## src/hdl/pdq_pkg.sv

```systemverilog
// ----------------------------------------------------------------------------
// pdq_pkg
// Types, constants and helpers shared by the priority drop event queue.
// ----------------------------------------------------------------------------
package pdq_pkg;

    localparam int QUEUE_DEPTH = 8;
    localparam int IDX_W       = $clog2(QUEUE_DEPTH);
    localparam int CNT_W       = $clog2(QUEUE_DEPTH + 1);
    localparam int SUM_W       = CNT_W + 1;
    localparam int MASK_W      = 16;

    typedef logic [IDX_W-1:0] idx_t;
    typedef logic [CNT_W-1:0] cnt_t;

    typedef enum logic [1:0] {
        FUNC_POST  = 2'd0,
        FUNC_TAKE  = 2'd1,
        FUNC_FLUSH = 2'd2,
        FUNC_QUERY = 2'd3
    } func_t;

    typedef enum logic [1:0] {
        DROP_NONE  = 2'd0,
        DROP_NEW   = 2'd1,
        DROP_EVICT = 2'd2
    } drop_t;

    typedef struct packed {
        func_t        func;
        logic [3:0]   event_code;
        logic [31:0]  window_gen;
        logic [31:0]  conn_gen;
        logic [7:0]   conn_id;
        logic [47:0]  remote_addr;
        logic         remote_addr_valid;
        logic [7:0]   remote_type;
    } in_t;

    typedef struct packed {
        logic         accepted;
        drop_t        drop_kind;
        logic [3:0]   dropped_code;
        logic         item_valid;
        logic [3:0]   out_event_code;
        logic [31:0]  out_window_gen;
        logic [31:0]  out_conn_gen;
        logic [7:0]   out_conn_id;
        logic [47:0]  out_remote_addr;
        logic         out_remote_addr_valid;
        logic [7:0]   out_remote_type;
        logic         pending;
    } out_t;

    // One stored event record.
    typedef struct packed {
        logic [3:0]   code;
        logic [31:0]  window_gen;
        logic [31:0]  conn_gen;
        logic [7:0]   conn_id;
        logic [47:0]  remote_addr;
        logic         remote_addr_valid;
        logic [7:0]   remote_type;
    } rec_t;

    localparam int REC_W = $bits(rec_t);

    typedef enum logic [3:0] {
        ST_IDLE,
        ST_DISPATCH,
        ST_SEARCH_RD,
        ST_SEARCH_CHK,
        ST_SHIFT_RD,
        ST_SHIFT_WR,
        ST_EVICT,
        ST_APPEND,
        ST_TAKE_RD,
        ST_TAKE_CAP,
        ST_DONE
    } ctrl_state_t;

    typedef struct packed {
        logic load_in;
        logic k_clr;
        logic k_inc;
        logic rd_en;
        logic rd_next;
        logic wr_en;
        logic wr_shift;
        logic search_chk;
        logic evict_commit;
        logic append_commit;
        logic take_commit;
        logic set_drop_new;
        logic flush;
        logic out_load;
    } cmd_t;

    typedef struct packed {
        func_t func;
        logic  full;
        logic  empty;
        logic  new_term;
        logic  rd_term;
        logic  k_last;
        logic  out_free;
    } sts_t;

    // Ring index plus an offset of at most one full turn.
    function automatic idx_t wrap_add(idx_t base, cnt_t offs);
        logic [SUM_W-1:0] sum;
        sum = SUM_W'(base) + SUM_W'(offs);
        if (sum >= SUM_W'(QUEUE_DEPTH)) begin
            sum = sum - SUM_W'(QUEUE_DEPTH);
        end
        return sum[IDX_W-1:0];
    endfunction

endpackage

```

## src/hdl/priority_drop_event_queue.sv

```systemverilog
// ----------------------------------------------------------------------------
// priority_drop_event_queue
// Bounded ring queue of event records in which terminal events take priority.
// Operations arrive one per transaction on the s_ channel and each returns
// exactly one result on the m_ channel. Posts to a queue with room append;
// a non-terminal post to a full queue is dropped; a terminal post to a full
// queue evicts the oldest non-terminal record (the head when all are
// terminal), closes the gap and appends. One operation is in flight at a
// time, and the next one is taken while the previous result waits in the
// output register. The eviction search and the gap-closing shift go
// through the single read port of the record RAM, whose read data is
// registered. terminal_mask is written through cfg_we and cfg_wdata; the
// user must do so only while no operation is in progress, as the block
// itself does not enforce it.
// ----------------------------------------------------------------------------
module priority_drop_event_queue
    import pdq_pkg::*;
(
    input  logic              aclk,
    input  logic              aresetn,
    input  logic              s_valid,
    output logic              s_ready,
    input  in_t               s_data,
    output logic              m_valid,
    input  logic              m_ready,
    output out_t              m_data,
    input  logic              cfg_we,
    input  logic [MASK_W-1:0] cfg_wdata
);

    cmd_t cmd;
    sts_t sts;

    pdq_ctrl u_ctrl (
        .aclk    (aclk),
        .aresetn (aresetn),
        .s_valid (s_valid),
        .s_ready (s_ready),
        .sts     (sts),
        .cmd     (cmd)
    );

    pdq_datapath u_datapath (
        .aclk      (aclk),
        .aresetn   (aresetn),
        .s_data    (s_data),
        .cfg_we    (cfg_we),
        .cfg_wdata (cfg_wdata),
        .cmd       (cmd),
        .sts       (sts),
        .m_valid   (m_valid),
        .m_ready   (m_ready),
        .m_data    (m_data)
    );

`ifndef ASSERT_OFF
    a_one_in_flight: assert property (@(posedge aclk) disable iff (!aresetn)
        (s_valid && s_ready) |=> !s_ready)
        else $error("second transaction accepted while one is in progress");
`endif

endmodule

```

## src/hdl/pdq_ram.sv

```systemverilog
// ----------------------------------------------------------------------------
// pdq_ram
// Generic single write port, single read port RAM with registered read data.
// ----------------------------------------------------------------------------
module pdq_ram #(
    parameter int WIDTH = 8,
    parameter int DEPTH = 8
) (
    input  logic                     clk,
    input  logic                     wr_en,
    input  logic [$clog2(DEPTH)-1:0] wr_addr,
    input  logic [WIDTH-1:0]         wr_data,
    input  logic                     rd_en,
    input  logic [$clog2(DEPTH)-1:0] rd_addr,
    output logic [WIDTH-1:0]         rd_data
);

    logic [WIDTH-1:0] mem_reg [DEPTH];
    logic [WIDTH-1:0] rd_data_reg;

    always_ff @(posedge clk) begin
        if (wr_en) begin
            mem_reg[wr_addr] <= wr_data;
        end
        if (rd_en) begin
            rd_data_reg <= mem_reg[rd_addr];
        end
    end

    assign rd_data = rd_data_reg;

endmodule

```

## src/hdl/pdq_ctrl.sv

```systemverilog
// ----------------------------------------------------------------------------
// pdq_ctrl
// Sequencer for the event queue: dispatches each operation and steps the
// eviction search and the gap-closing shift through the record RAM.
// ----------------------------------------------------------------------------
module pdq_ctrl
    import pdq_pkg::*;
(
    input  logic aclk,
    input  logic aresetn,
    input  logic s_valid,
    output logic s_ready,
    input  sts_t sts,
    output cmd_t cmd
);

    ctrl_state_t state_reg, state_next;

    always_ff @(posedge aclk) begin
        if (!aresetn) begin
            state_reg <= ST_IDLE;
        end else begin
            state_reg <= state_next;
        end
    end

    always_comb begin
        state_next = state_reg;
        unique case (state_reg)
            ST_IDLE: begin
                if (s_valid) begin
                    state_next = ST_DISPATCH;
                end
            end
            ST_DISPATCH: begin
                unique case (sts.func)
                    FUNC_POST: begin
                        if (!sts.full) begin
                            state_next = ST_APPEND;
                        end else if (sts.new_term) begin
                            state_next = ST_SEARCH_RD;
                        end else begin
                            state_next = ST_DONE;
                        end
                    end
                    FUNC_TAKE:  state_next = sts.empty ? ST_DONE : ST_TAKE_RD;
                    FUNC_FLUSH: state_next = ST_DONE;
                    FUNC_QUERY: state_next = ST_DONE;
                endcase
            end
            ST_SEARCH_RD:  state_next = ST_SEARCH_CHK;
            ST_SEARCH_CHK: begin
                if (!sts.rd_term || sts.k_last) begin
                    state_next = ST_SHIFT_RD;
                end else begin
                    state_next = ST_SEARCH_RD;
                end
            end
            ST_SHIFT_RD:   state_next = sts.k_last ? ST_EVICT : ST_SHIFT_WR;
            ST_SHIFT_WR:   state_next = ST_SHIFT_RD;
            ST_EVICT:      state_next = ST_APPEND;
            ST_APPEND:     state_next = ST_DONE;
            ST_TAKE_RD:    state_next = ST_TAKE_CAP;
            ST_TAKE_CAP:   state_next = ST_DONE;
            ST_DONE: begin
                if (sts.out_free) begin
                    state_next = ST_IDLE;
                end
            end
            default:       state_next = ST_IDLE;
        endcase
    end

    always_comb begin
        cmd     = '0;
        s_ready = 1'b0;
        unique case (state_reg)
            ST_IDLE: begin
                s_ready     = 1'b1;
                cmd.load_in = s_valid;
                cmd.k_clr   = s_valid;
            end
            ST_DISPATCH: begin
                cmd.set_drop_new = (sts.func == FUNC_POST) && sts.full && !sts.new_term;
                cmd.flush        = (sts.func == FUNC_FLUSH);
            end
            ST_SEARCH_RD: begin
                cmd.rd_en = 1'b1;
            end
            ST_SEARCH_CHK: begin
                cmd.search_chk = 1'b1;
                // When every queued record is terminal the head is the victim.
                cmd.k_clr = sts.rd_term && sts.k_last;
                cmd.k_inc = sts.rd_term && !sts.k_last;
            end
            ST_SHIFT_RD: begin
                cmd.rd_en   = !sts.k_last;
                cmd.rd_next = 1'b1;
            end
            ST_SHIFT_WR: begin
                cmd.wr_en    = 1'b1;
                cmd.wr_shift = 1'b1;
                cmd.k_inc    = 1'b1;
            end
            ST_EVICT: begin
                cmd.evict_commit = 1'b1;
            end
            ST_APPEND: begin
                cmd.wr_en         = 1'b1;
                cmd.append_commit = 1'b1;
            end
            ST_TAKE_RD: begin
                cmd.rd_en = 1'b1;
            end
            ST_TAKE_CAP: begin
                cmd.take_commit = 1'b1;
            end
            ST_DONE: begin
                cmd.out_load = sts.out_free;
            end
            default: begin
                cmd = '0;
            end
        endcase
    end

endmodule

```

## src/hdl/pdq_datapath.sv

```systemverilog
// ----------------------------------------------------------------------------
// pdq_datapath
// Ring pointers, fill count, record RAM, the captured transaction and the
// result register of the event queue.
// ----------------------------------------------------------------------------
module pdq_datapath
    import pdq_pkg::*;
(
    input  logic              aclk,
    input  logic              aresetn,
    input  in_t               s_data,
    input  logic              cfg_we,
    input  logic [MASK_W-1:0] cfg_wdata,
    input  cmd_t              cmd,
    output sts_t              sts,
    output logic              m_valid,
    input  logic              m_ready,
    output out_t              m_data
);

    idx_t              head_reg, head_next;
    idx_t              tail_reg, tail_next;
    cnt_t              fill_reg, fill_next;
    idx_t              k_reg, k_next;
    in_t               in_reg, in_next;
    out_t              res_reg, res_next;
    out_t              m_data_reg, m_data_next;
    logic              m_valid_reg, m_valid_next;
    logic [MASK_W-1:0] terminal_mask_reg, terminal_mask_next;

    cnt_t k_ext;
    cnt_t k_plus1;
    idx_t addr_k;
    idx_t addr_k1;
    rec_t new_rec;
    rec_t rd_data;
    rec_t wr_data;
    idx_t wr_addr;
    idx_t rd_addr;
    logic rd_term;

    assign k_ext   = CNT_W'(k_reg);
    assign k_plus1 = k_ext + CNT_W'(1);
    assign addr_k  = wrap_add(head_reg, k_ext);
    assign addr_k1 = wrap_add(head_reg, k_plus1);

    always_comb begin
        new_rec.code              = in_reg.event_code;
        new_rec.window_gen        = in_reg.window_gen;
        new_rec.conn_gen          = in_reg.conn_gen;
        new_rec.conn_id           = in_reg.conn_id;
        new_rec.remote_addr       = in_reg.remote_addr;
        new_rec.remote_addr_valid = in_reg.remote_addr_valid;
        new_rec.remote_type       = in_reg.remote_type;
    end

    assign wr_data = cmd.wr_shift ? rd_data : new_rec;
    assign wr_addr = cmd.wr_shift ? addr_k : tail_reg;
    assign rd_addr = cmd.rd_next ? addr_k1 : addr_k;

    pdq_ram #(
        .WIDTH(REC_W),
        .DEPTH(QUEUE_DEPTH)
    ) u_ram (
        .clk     (aclk),
        .wr_en   (cmd.wr_en),
        .wr_addr (wr_addr),
        .wr_data (wr_data),
        .rd_en   (cmd.rd_en),
        .rd_addr (rd_addr),
        .rd_data (rd_data)
    );

    assign rd_term = terminal_mask_reg[rd_data.code];

    always_comb begin
        sts.func     = in_reg.func;
        sts.full     = (fill_reg == CNT_W'(QUEUE_DEPTH));
        sts.empty    = (fill_reg == '0);
        sts.new_term = terminal_mask_reg[in_reg.event_code];
        sts.rd_term  = rd_term;
        sts.k_last   = (k_plus1 >= fill_reg);
        sts.out_free = !m_valid_reg || m_ready;
    end

    always_comb begin
        head_next          = head_reg;
        tail_next          = tail_reg;
        fill_next          = fill_reg;
        k_next             = k_reg;
        in_next            = in_reg;
        res_next           = res_reg;
        m_data_next        = m_data_reg;
        m_valid_next       = m_valid_reg;
        terminal_mask_next = terminal_mask_reg;

        if (cfg_we) begin
            terminal_mask_next = cfg_wdata;
        end

        if (cmd.load_in) begin
            in_next  = s_data;
            res_next = '0;
        end

        if (cmd.k_clr) begin
            k_next = '0;
        end else if (cmd.k_inc) begin
            k_next = k_reg + IDX_W'(1);
        end

        // The head's code is kept as the victim until a non-terminal record shows up.
        if (cmd.search_chk && ((k_reg == '0) || !rd_term)) begin
            res_next.dropped_code = rd_data.code;
        end

        if (cmd.set_drop_new) begin
            res_next.drop_kind    = DROP_NEW;
            res_next.dropped_code = in_reg.event_code;
        end

        if (cmd.evict_commit) begin
            res_next.drop_kind = DROP_EVICT;
            tail_next          = wrap_add(head_reg, fill_reg - CNT_W'(1));
            fill_next          = fill_reg - CNT_W'(1);
        end

        if (cmd.append_commit) begin
            res_next.accepted = 1'b1;
            tail_next         = wrap_add(tail_reg, CNT_W'(1));
            fill_next         = fill_reg + CNT_W'(1);
        end

        if (cmd.take_commit) begin
            res_next.item_valid            = 1'b1;
            res_next.out_event_code        = rd_data.code;
            res_next.out_window_gen        = rd_data.window_gen;
            res_next.out_conn_gen          = rd_data.conn_gen;
            res_next.out_conn_id           = rd_data.conn_id;
            res_next.out_remote_addr       = rd_data.remote_addr;
            res_next.out_remote_addr_valid = rd_data.remote_addr_valid;
            res_next.out_remote_type       = rd_data.remote_type;
            head_next                      = wrap_add(head_reg, CNT_W'(1));
            fill_next                      = fill_reg - CNT_W'(1);
            if (fill_reg == CNT_W'(1)) begin
                tail_next = wrap_add(head_reg, CNT_W'(1));
            end
        end

        if (cmd.flush) begin
            head_next = '0;
            tail_next = '0;
            fill_next = '0;
        end

        if (m_valid_reg && m_ready) begin
            m_valid_next = 1'b0;
        end
        if (cmd.out_load) begin
            m_data_next         = res_reg;
            m_data_next.pending = (fill_reg != '0);
            m_valid_next        = 1'b1;
        end
    end

    always_ff @(posedge aclk) begin
        if (!aresetn) begin
            head_reg          <= '0;
            tail_reg          <= '0;
            fill_reg          <= '0;
            m_valid_reg       <= 1'b0;
            terminal_mask_reg <= '0;
        end else begin
            head_reg          <= head_next;
            tail_reg          <= tail_next;
            fill_reg          <= fill_next;
            m_valid_reg       <= m_valid_next;
            terminal_mask_reg <= terminal_mask_next;
        end
    end

    always_ff @(posedge aclk) begin
        k_reg      <= k_next;
        in_reg     <= in_next;
        res_reg    <= res_next;
        m_data_reg <= m_data_next;
    end

    assign m_valid = m_valid_reg;
    assign m_data  = m_data_reg;

`ifndef ASSERT_OFF
    a_fill_bound: assert property (@(posedge aclk) disable iff (!aresetn)
        fill_reg <= CNT_W'(QUEUE_DEPTH))
        else $error("fill count exceeds queue depth");

    a_ring_consistent: assert property (@(posedge aclk) disable iff (!aresetn)
        tail_reg == wrap_add(head_reg, fill_reg))
        else $error("tail pointer does not match head plus fill count");

    a_take_decrements: assert property (@(posedge aclk) disable iff (!aresetn)
        cmd.take_commit |=> fill_reg == $past(fill_reg) - CNT_W'(1))
        else $error("take did not remove exactly one record");
`endif

endmodule

```

## config.mk

```make
export PLATFORM = sky130hd
export DESIGN_NAME = priority_drop_event_queue
export DESIGN_NICKNAME = d
export VERILOG_FILES = /design/src/hdl/pdq_pkg.sv /design/src/hdl/priority_drop_event_queue.sv /design/src/hdl/pdq_ram.sv /design/src/hdl/pdq_ctrl.sv /design/src/hdl/pdq_datapath.sv
export SDC_FILE = /design/constraint.sdc
export NUM_CORES = 2
export LEC_CHECK = 0
export BUFFER_PORTS_ARGS = -buffer_cell sky130_fd_sc_hd__buf_2
export CAP_MARGIN = 20
export CORE_ASPECT_RATIO = 0.5
export CORE_MARGIN = 8
export CORE_UTILIZATION = 60
export CTS_CLUSTER_SIZE = 16
export DETAILED_ROUTE_END_ITERATION = 6
export GPL_TIMING_DRIVEN = 0
export PLACE_DENSITY = 0.82
export SYNTH_ARGS = -nofsm -noshare
export SYNTH_HDL_FRONTEND = slang
export SYNTH_HIERARCHICAL = 1
export SYNTH_SLANG_ARGS = --single-unit
export TNS_END_PERCENT = 50
```

## constraint.sdc

```tcl
create_clock -name aclk -period 16.2 [get_ports aclk]
set_input_delay 1.62 -clock aclk [delete_from_list [all_inputs] [get_ports aclk]]
set_output_delay 1.62 -clock aclk [all_outputs]
set_load 0.005 [all_outputs]
```

# Word level (Yosys, flattened, before mapping)
# Memories as Yosys holds them, arrays and structs flattened. A register that Yosys moved wholly into a read port is not among the register bits.
# Index checks and enable logic that the tools add are counted.
# Widths: inputs -> output; s select.
[totals]
regBits = 452
latch_bits = 0
ramBits = 1064
romBits = 0
output_inout_bits = 144
word_cells = 158
mem_count = 1
[mem_list]
columns = ["memory", "depth", "width", "rd", "rd_ports_with_merged_regs", "write_ports", "line", "text"]
rows = [
  ["u_datapath.u_ram.mem_reg", 8, 133, 1, 1, 1, "pdq_ram.sv:18", "logic [WIDTH-1:0] mem_reg [DEPTH];"],
]
[op_classes]
n_addsub = 14
n_mul = 0
div_mod_pow = 0
magnitude_cmp = 8
n_eq_ne = 17
shifts = 0
n_mux = 50
n_bitwise = 1
reduce_logical = 29
[op_table]
columns = ["cell", "count"]
rows = [
  ["$mux 133", 2],
  ["$mux 141", 1],
  ["$pmux 4 s10", 1],
  ["$mux 3", 12],
  ["$mux 4", 8],
  ["$eq 4x3->1 const B", 4],
  ["$eq 4x4->1 const B", 4],
  ["$mux 1", 16],
  ["$sub 3x1->3 const B", 5],
  ["$add 3x1->4 const B", 3],
  ["$ge 4x4->1 const B", 3],
  ["$pmux 4 s3", 1],
  ["$add 3x4->5", 2],
  ["$ge 5x4->1 const B", 2],
  ["$lt 4x5->1 const B", 2],
  ["$reduce_or 2->1", 5],
  ["$bmux 1 s4", 2],
  ["$eq 4x1->1 const B", 2],
  ["$eq 4x2->1 const B", 2],
  ["$logic_not 4->1", 2],
  ["$logic_and 1x1->1", 6],
  ["$mux 2", 3],
  ["$mux 6", 1],
  ["$pmux 1 s2", 3],
  ["other kinds (18)", 27],
]

# Depth between registers and ports, before layout
[logic_depth]
depth_word = 8
mapped_depth = 12
ltp_nobuf = 12

# Hierarchy
# The synthesis kept the hierarchy.
[by_module_without_submodules]
columns = ["module", "instances", "cells_each", "area_per_inst_um2", "seq_area_each_um2"]
rows = [
  ["pdq_ram", 1, 1684, 43989.7, 35944.5],
  ["pdq_datapath", 1, 941, 17107.7, 13112.6],
  ["pdq_ctrl", 1, 66, 425.4, 80.1],
]

# Worst setup path after synthesis
# Ideal clock, no wire load.
[synth_timing]
path_type = "in2reg"
from = "input m_ready"
to = "register u_datapath.m_data_reg, in the netlist u_datapath/m_data[0] (enable)"
setup_ns = 0.820
arrival_time_ns = 11.379
required_time_ns = 15.380
setup_slack_ns = 4.001
stages = 3
path_cell_list = "nand2b_1 > inv_1 > nor3_1"
[synth_rtl]
columns = ["item", "line", "text"]
rows = [
  ["start: declaration", "priority_drop_event_queue.sv:25", "input logic m_ready,"],
  ["end signal: assignment", "pdq_datapath.sv:186", "m_data_reg <= m_data_next;"],
  ["end: declaration", "pdq_datapath.sv:27", "out_t m_data_reg, m_data_next;"],
]

==> results.md <==
- The flow ran to the end, and the final reports show no timing, DRC or antenna violations.
- Post-CTS repair changed the size of 0 cells.
- Setup repair after global routing left no endpoint under its margin.
- After routing, the total negative slack on setup checks comes to 0 ps.
- Of all nets on the critical path, the largest fanout is 10.
- The wire length of the first global-routing pass is just under 200000 µm.
- After legalization and detailed placement, the total HPWL measured between 80000 and 90000 µm.
- The core region is between 100000 and 150000 µm².
- For this block, the initial DRC count from the detailed router was 3186.
- The data arrival at the endpoint of the critical path is ~5700 ps.
- The actual slew at the worst max-slew pin is roughly 1100 ps.
- The flip-flop count of the largest register, all copies and words added is ~1100.
- The number of nets in the layout is between 3000 and 4000.
- The die outline width is approximately 470 µm.
- The post-synthesis async set-or-reset flop share is 0%.
- The startpoint-to-endpoint class of the critical path is register to register.
- The analysis attributes to cell leakage a power of ~23 nW.
- The top achievable clock speed is 190 MHz.
- The register clock-pin slew on the reported worst setup and hold paths is 60 ps.
- The later pin in the worst-skew pair is clocked with a latency of 770 ps.
- Yosys mapped the design onto 52 distinct sky130hd cell types.
- The count of final hold-check violations is 0.
- Among all flip-flop cells after synthesis, the most frequent one is sky130_fd_sc_hd__edfxtp_1.
- Global routing consumed, over all layers together, a little under a quarter of the routing resources.
- No sink is reached through more buffers than the 3 on the longest clock path.
- Dividing the synthesized area by the synthesized cell count gives ~23 µm².
- The count of boundary I/O pins is 300.
- The placed instance count is ~4400.
- The wire length after detailed routing is between 100000 and 150000 µm.
- The pin count of the biggest net entering global routing is slightly below 60.
- The cell repeated most along the worst path is sky130_fd_sc_hd__buf_6.
- The detailed route wirelength on metal3 is 12200 µm.
- The number of H-tree levels is 4.
- The floorplan die area is about 110000 µm².
- The internal portion of the total power is 8.31 mW.
- The quantity of I/O buffers inserted on ports is about 300.
- The TritonCTS clock tree is yes.
- In this run the top signal layer used is met5.
- The number of antenna-violating nets in the routed design is 0.
- The proportion of synthesized chip area in sequential cells is approximately four fifths.
- The number of maximum-capacitance constraint violations is 0.
- The worst pin sits at a relative slew slack of approximately 27%.
- For this configuration, the core starts out at a cell density of ~60%.
- At the end of routability-driven placement, the weighted congestion stood at 0.800.
- The post-route DRC violation count is 0.
- Net switching is about a quarter of the power.
- The layout has 5622 filler cells.
- Synthesis inferred between 1500 and 2000 register bits.
- The number of antenna repair diodes is 0.
- The class of the most critical hold timing path is register to register.
- Of the cells placed in the final design, the portion with a size suffix greater than 1 is about 35%.
- The max-slew violation count is 0.
- The largest single stage delay on the critical path is around 950 ps.
- For this design the ratio of total power to cell area is approximately 160 nW/µm².
- Setup violations remaining at the end of the flow were counted as 0.
- The nature of the critical path endpoint is a register.
- The number of antenna violations at the first check in global routing came to 2.
- The number of vias in the routed layout is 29154.
- After clock tree synthesis, the setup repair step added 0 buffers.
- The net count after synthesis is around 2900.
- The clock net sink count is approximately 1600.
- Of the total power, registers draw between 50% and 60%.
- The smallest clock period supported by the final layout is computed as roughly 5300 ps.
- Combinational logic burns roughly 20% of the power.
- The average wire per standard cell is 28.9 µm.
- The clock tree root buffer cell is sky130_fd_sc_hd__clkbuf_16.
- After detailed routing, the met2 layer carries approximately 70000 µm of wire.
- The reported net switching power is roughly 3 mW.
- For this run the aggregate overflow at the end of global routing stands at 0.
- The post-synthesis instance area is just over 60000 µm².
- For this block, wires on met1 add up to ~50000 µm.
- The proportion of power drawn by the clock network is a little under 30%.
- The total number of placement rows is 83.
- The via count of the first global-routing pass is 30422.
- Yosys printed 6 warnings.
- The maximum resistive drop on vdd is 0.103 mV.
- The number of hold buffers added after CTS is 0.
- The number of detailed-routing iterations run before antenna repair is 6.
- On the final layout, the worst clock skew is around 27 ps.
- The share of the cycle needed by the critical path after routing is approximately a third.
- The cell with the largest stage delay on the worst path is sky130_fd_sc_hd__nor3_2.
- The worst slack on hold paths is 418 ps.
- The synthesized design contains about 1600 enable-type register cells.
- The die outline height is about 240 µm.
- Walking the worst path, the cells encountered are nand2b_1 -> nor2_1 -> clkbuf_1 -> clkbuf_1 -> a21oi_1 -> nor3_2 -> buf_8 -> buf_8 -> buf_6 -> buf_6 -> buf_6 -> buf_6 -> buf_8 -> buf_6.
- The clock buffer count from CTS is ~140.
- The kind of start point of the critical path is a register.
- From synthesis to final layout, the design area changed by 14.8%.
- The finished layout holds ~4700 standard cells, fillers aside.
- After technology mapping, the gate count stands at roughly 2700.
- The required time reported for the critical path endpoint is roughly 17000 ps.
- After detailed routing, the number of vias per cell comes to about 6.2.
[per-layer routing]
metal  GRT usage [%]  up-vias
met1            30.9    15238
met5               0        -
li1                -    12051
met2            40.7     1627
met3            4.63      234
met4            7.52        4
[synthesized netlist by cell type, types with 2 or more instances]
master                        n  area (µm²)
sky130_fd_sc_hd__nor2_1      33         124
sky130_fd_sc_hd__a32oi_1      3        26.3
sky130_fd_sc_hd__mux2i_1     29         290
sky130_fd_sc_hd__a211oi_1     5        37.5
sky130_fd_sc_hd__mux2_2     268        3020
sky130_fd_sc_hd__a21o_1       7        52.6
sky130_fd_sc_hd__buf_2       14        70.1
sky130_fd_sc_hd__ha_1        14         175
sky130_fd_sc_hd__buf_4        5        37.5
sky130_fd_sc_hd__mux4_2     273        6150
sky130_fd_sc_hd__nand4_1      2        12.5
sky130_fd_sc_hd__buf_1       12        45.0
sky130_fd_sc_hd__nand2b_1    17         106
sky130_fd_sc_hd__nor2b_1     23         144
sky130_fd_sc_hd__and2_1     133         832
sky130_fd_sc_hd__inv_1       21        78.8
sky130_fd_sc_hd__nand2_1      9        33.8
sky130_fd_sc_hd__o31a_1       2        17.5
sky130_fd_sc_hd__buf_6       28         315
sky130_fd_sc_hd__nor4_1       2        12.5
sky130_fd_sc_hd__dfxtp_1     38         761
sky130_fd_sc_hd__xor2_1       5        43.8
sky130_fd_sc_hd__a31oi_1      2        12.5
sky130_fd_sc_hd__fa_1         3        60.1
sky130_fd_sc_hd__xnor2_1     12         105
sky130_fd_sc_hd__edfxtp_1  1611       48400
sky130_fd_sc_hd__nor3_1      13        65.1
sky130_fd_sc_hd__nand3_1      3        15.0
sky130_fd_sc_hd__a21oi_1      8        40.0
sky130_fd_sc_hd__nor3b_1      4        30.0
sky130_fd_sc_hd__clkbuf_1    64         240
sky130_fd_sc_hd__o21ai_0      8        40.0
[metrics by stage]
| step | instance area, µm² | total power, mW | worst slack [ps] | util (%) |
|---|---|---|---|---|
| after floorplan | 61500 | 7.34 | 4000 | - |
| final | 70600 | 11.3 | 10940 | 69.2 |
| after CTS | 70600 | 11.3 | 10970 | 69.2 |
| after global placement | 64700 | 8.04 | -5150 | 63.4 |
| after global routing | 70600 | 11.6 | 10840 | 69.2 |
| after detailed placement | 66300 | 8.06 | 11120 | 64.9 |
[area by class of cell]
cell class / instances / area, µm² / area share [%]
buffer: 123 / 709 / 1.00
clock buffer: 174 / 3690 / 5.23
clock inverter: 78 / 646 / 0.914
inverter: 21 / 78.8 / 0.112
multi-input combinational: 898 / 11700 / 16.5
sequential: 1649 / 49100 / 69.6
tap: 1360 / 1700 / 2.41
timing repair buffer: 390 / 3000 / 4.24
[worst max-delay path: cells and delay by family, from the launching register on]
kind,cells,cell delay [ps]
flip-flops,1,330
AND/OR/NAND/NOR,3,1540
buffers and inverters,10,2730
AO/OA/AOI/OAI,1,340
[kinds of logic after synthesis]
kind of cell / Yosys count / synth area share [%]
DFF: 1649 / 79.9
muxes: 570 / 15.4
and+or+nand+nor: 248 / 2.34
buffers and inverters: 144 / 1.28
AOI/OAI and AO/OA: 46 / 0.517
xor gates and xnor gates: 17 / 0.242
adders and majority gates: 17 / 0.382
[worst paths after layout]
kind / startpoint / to / slack (ps) / depth (start not counted)
setup / recovery: u_ctrl/state_reg[3] / u_datapath/u_ram/mem_reg[0][63] / 10940 / 14
hold / removal: u_datapath/res_reg[53] / u_datapath/m_data[53] / 420 / 0
setup reg to reg: u_ctrl/state_reg[3] / u_datapath/u_ram/mem_reg[0][63] / 10940 / 14
hold reg to reg: u_datapath/res_reg[53] / u_datapath/m_data[53] / 420 / 0
[cells in the final DEF (no fill, tap or decap), types with 17 or more instances in the layout]
cell type / netlist / layout
sky130_fd_sc_hd__and2_1: 133 / 132
sky130_fd_sc_hd__buf_12: 0 / 35
sky130_fd_sc_hd__buf_2: 14 / 312
sky130_fd_sc_hd__buf_6: 28 / 68
sky130_fd_sc_hd__clkbuf_1: 64 / 94
sky130_fd_sc_hd__clkbuf_16: 0 / 143
sky130_fd_sc_hd__clkinv_1: 0 / 34
sky130_fd_sc_hd__clkinv_2: 0 / 25
sky130_fd_sc_hd__dfxtp_1: 38 / 38
sky130_fd_sc_hd__edfxtp_1: 1611 / 1611
sky130_fd_sc_hd__inv_1: 21 / 21
sky130_fd_sc_hd__mux2_2: 268 / 268
sky130_fd_sc_hd__mux2i_1: 29 / 29
sky130_fd_sc_hd__mux4_2: 273 / 273
sky130_fd_sc_hd__nand2b_1: 17 / 17
sky130_fd_sc_hd__nor2_1: 33 / 26
sky130_fd_sc_hd__nor2b_1: 23 / 23
[power by group through the flow]
stage | Clock (mW) | Combinational, mW | Sequential, mW
2_1_floorplan | 0 | 1.53 | 5.82
3_3_place_gp | 0 | 2.01 | 6.03
3_5_place_dp | 0 | 2.21 | 5.85
4_1_cts | 3.29 | 2.25 | 5.77
5_1_grt | 3.45 | 2.37 | 5.79
6_report | 3.25 | 2.24 | 5.76
Note: power is estimated with default switching activity, not from simulation.
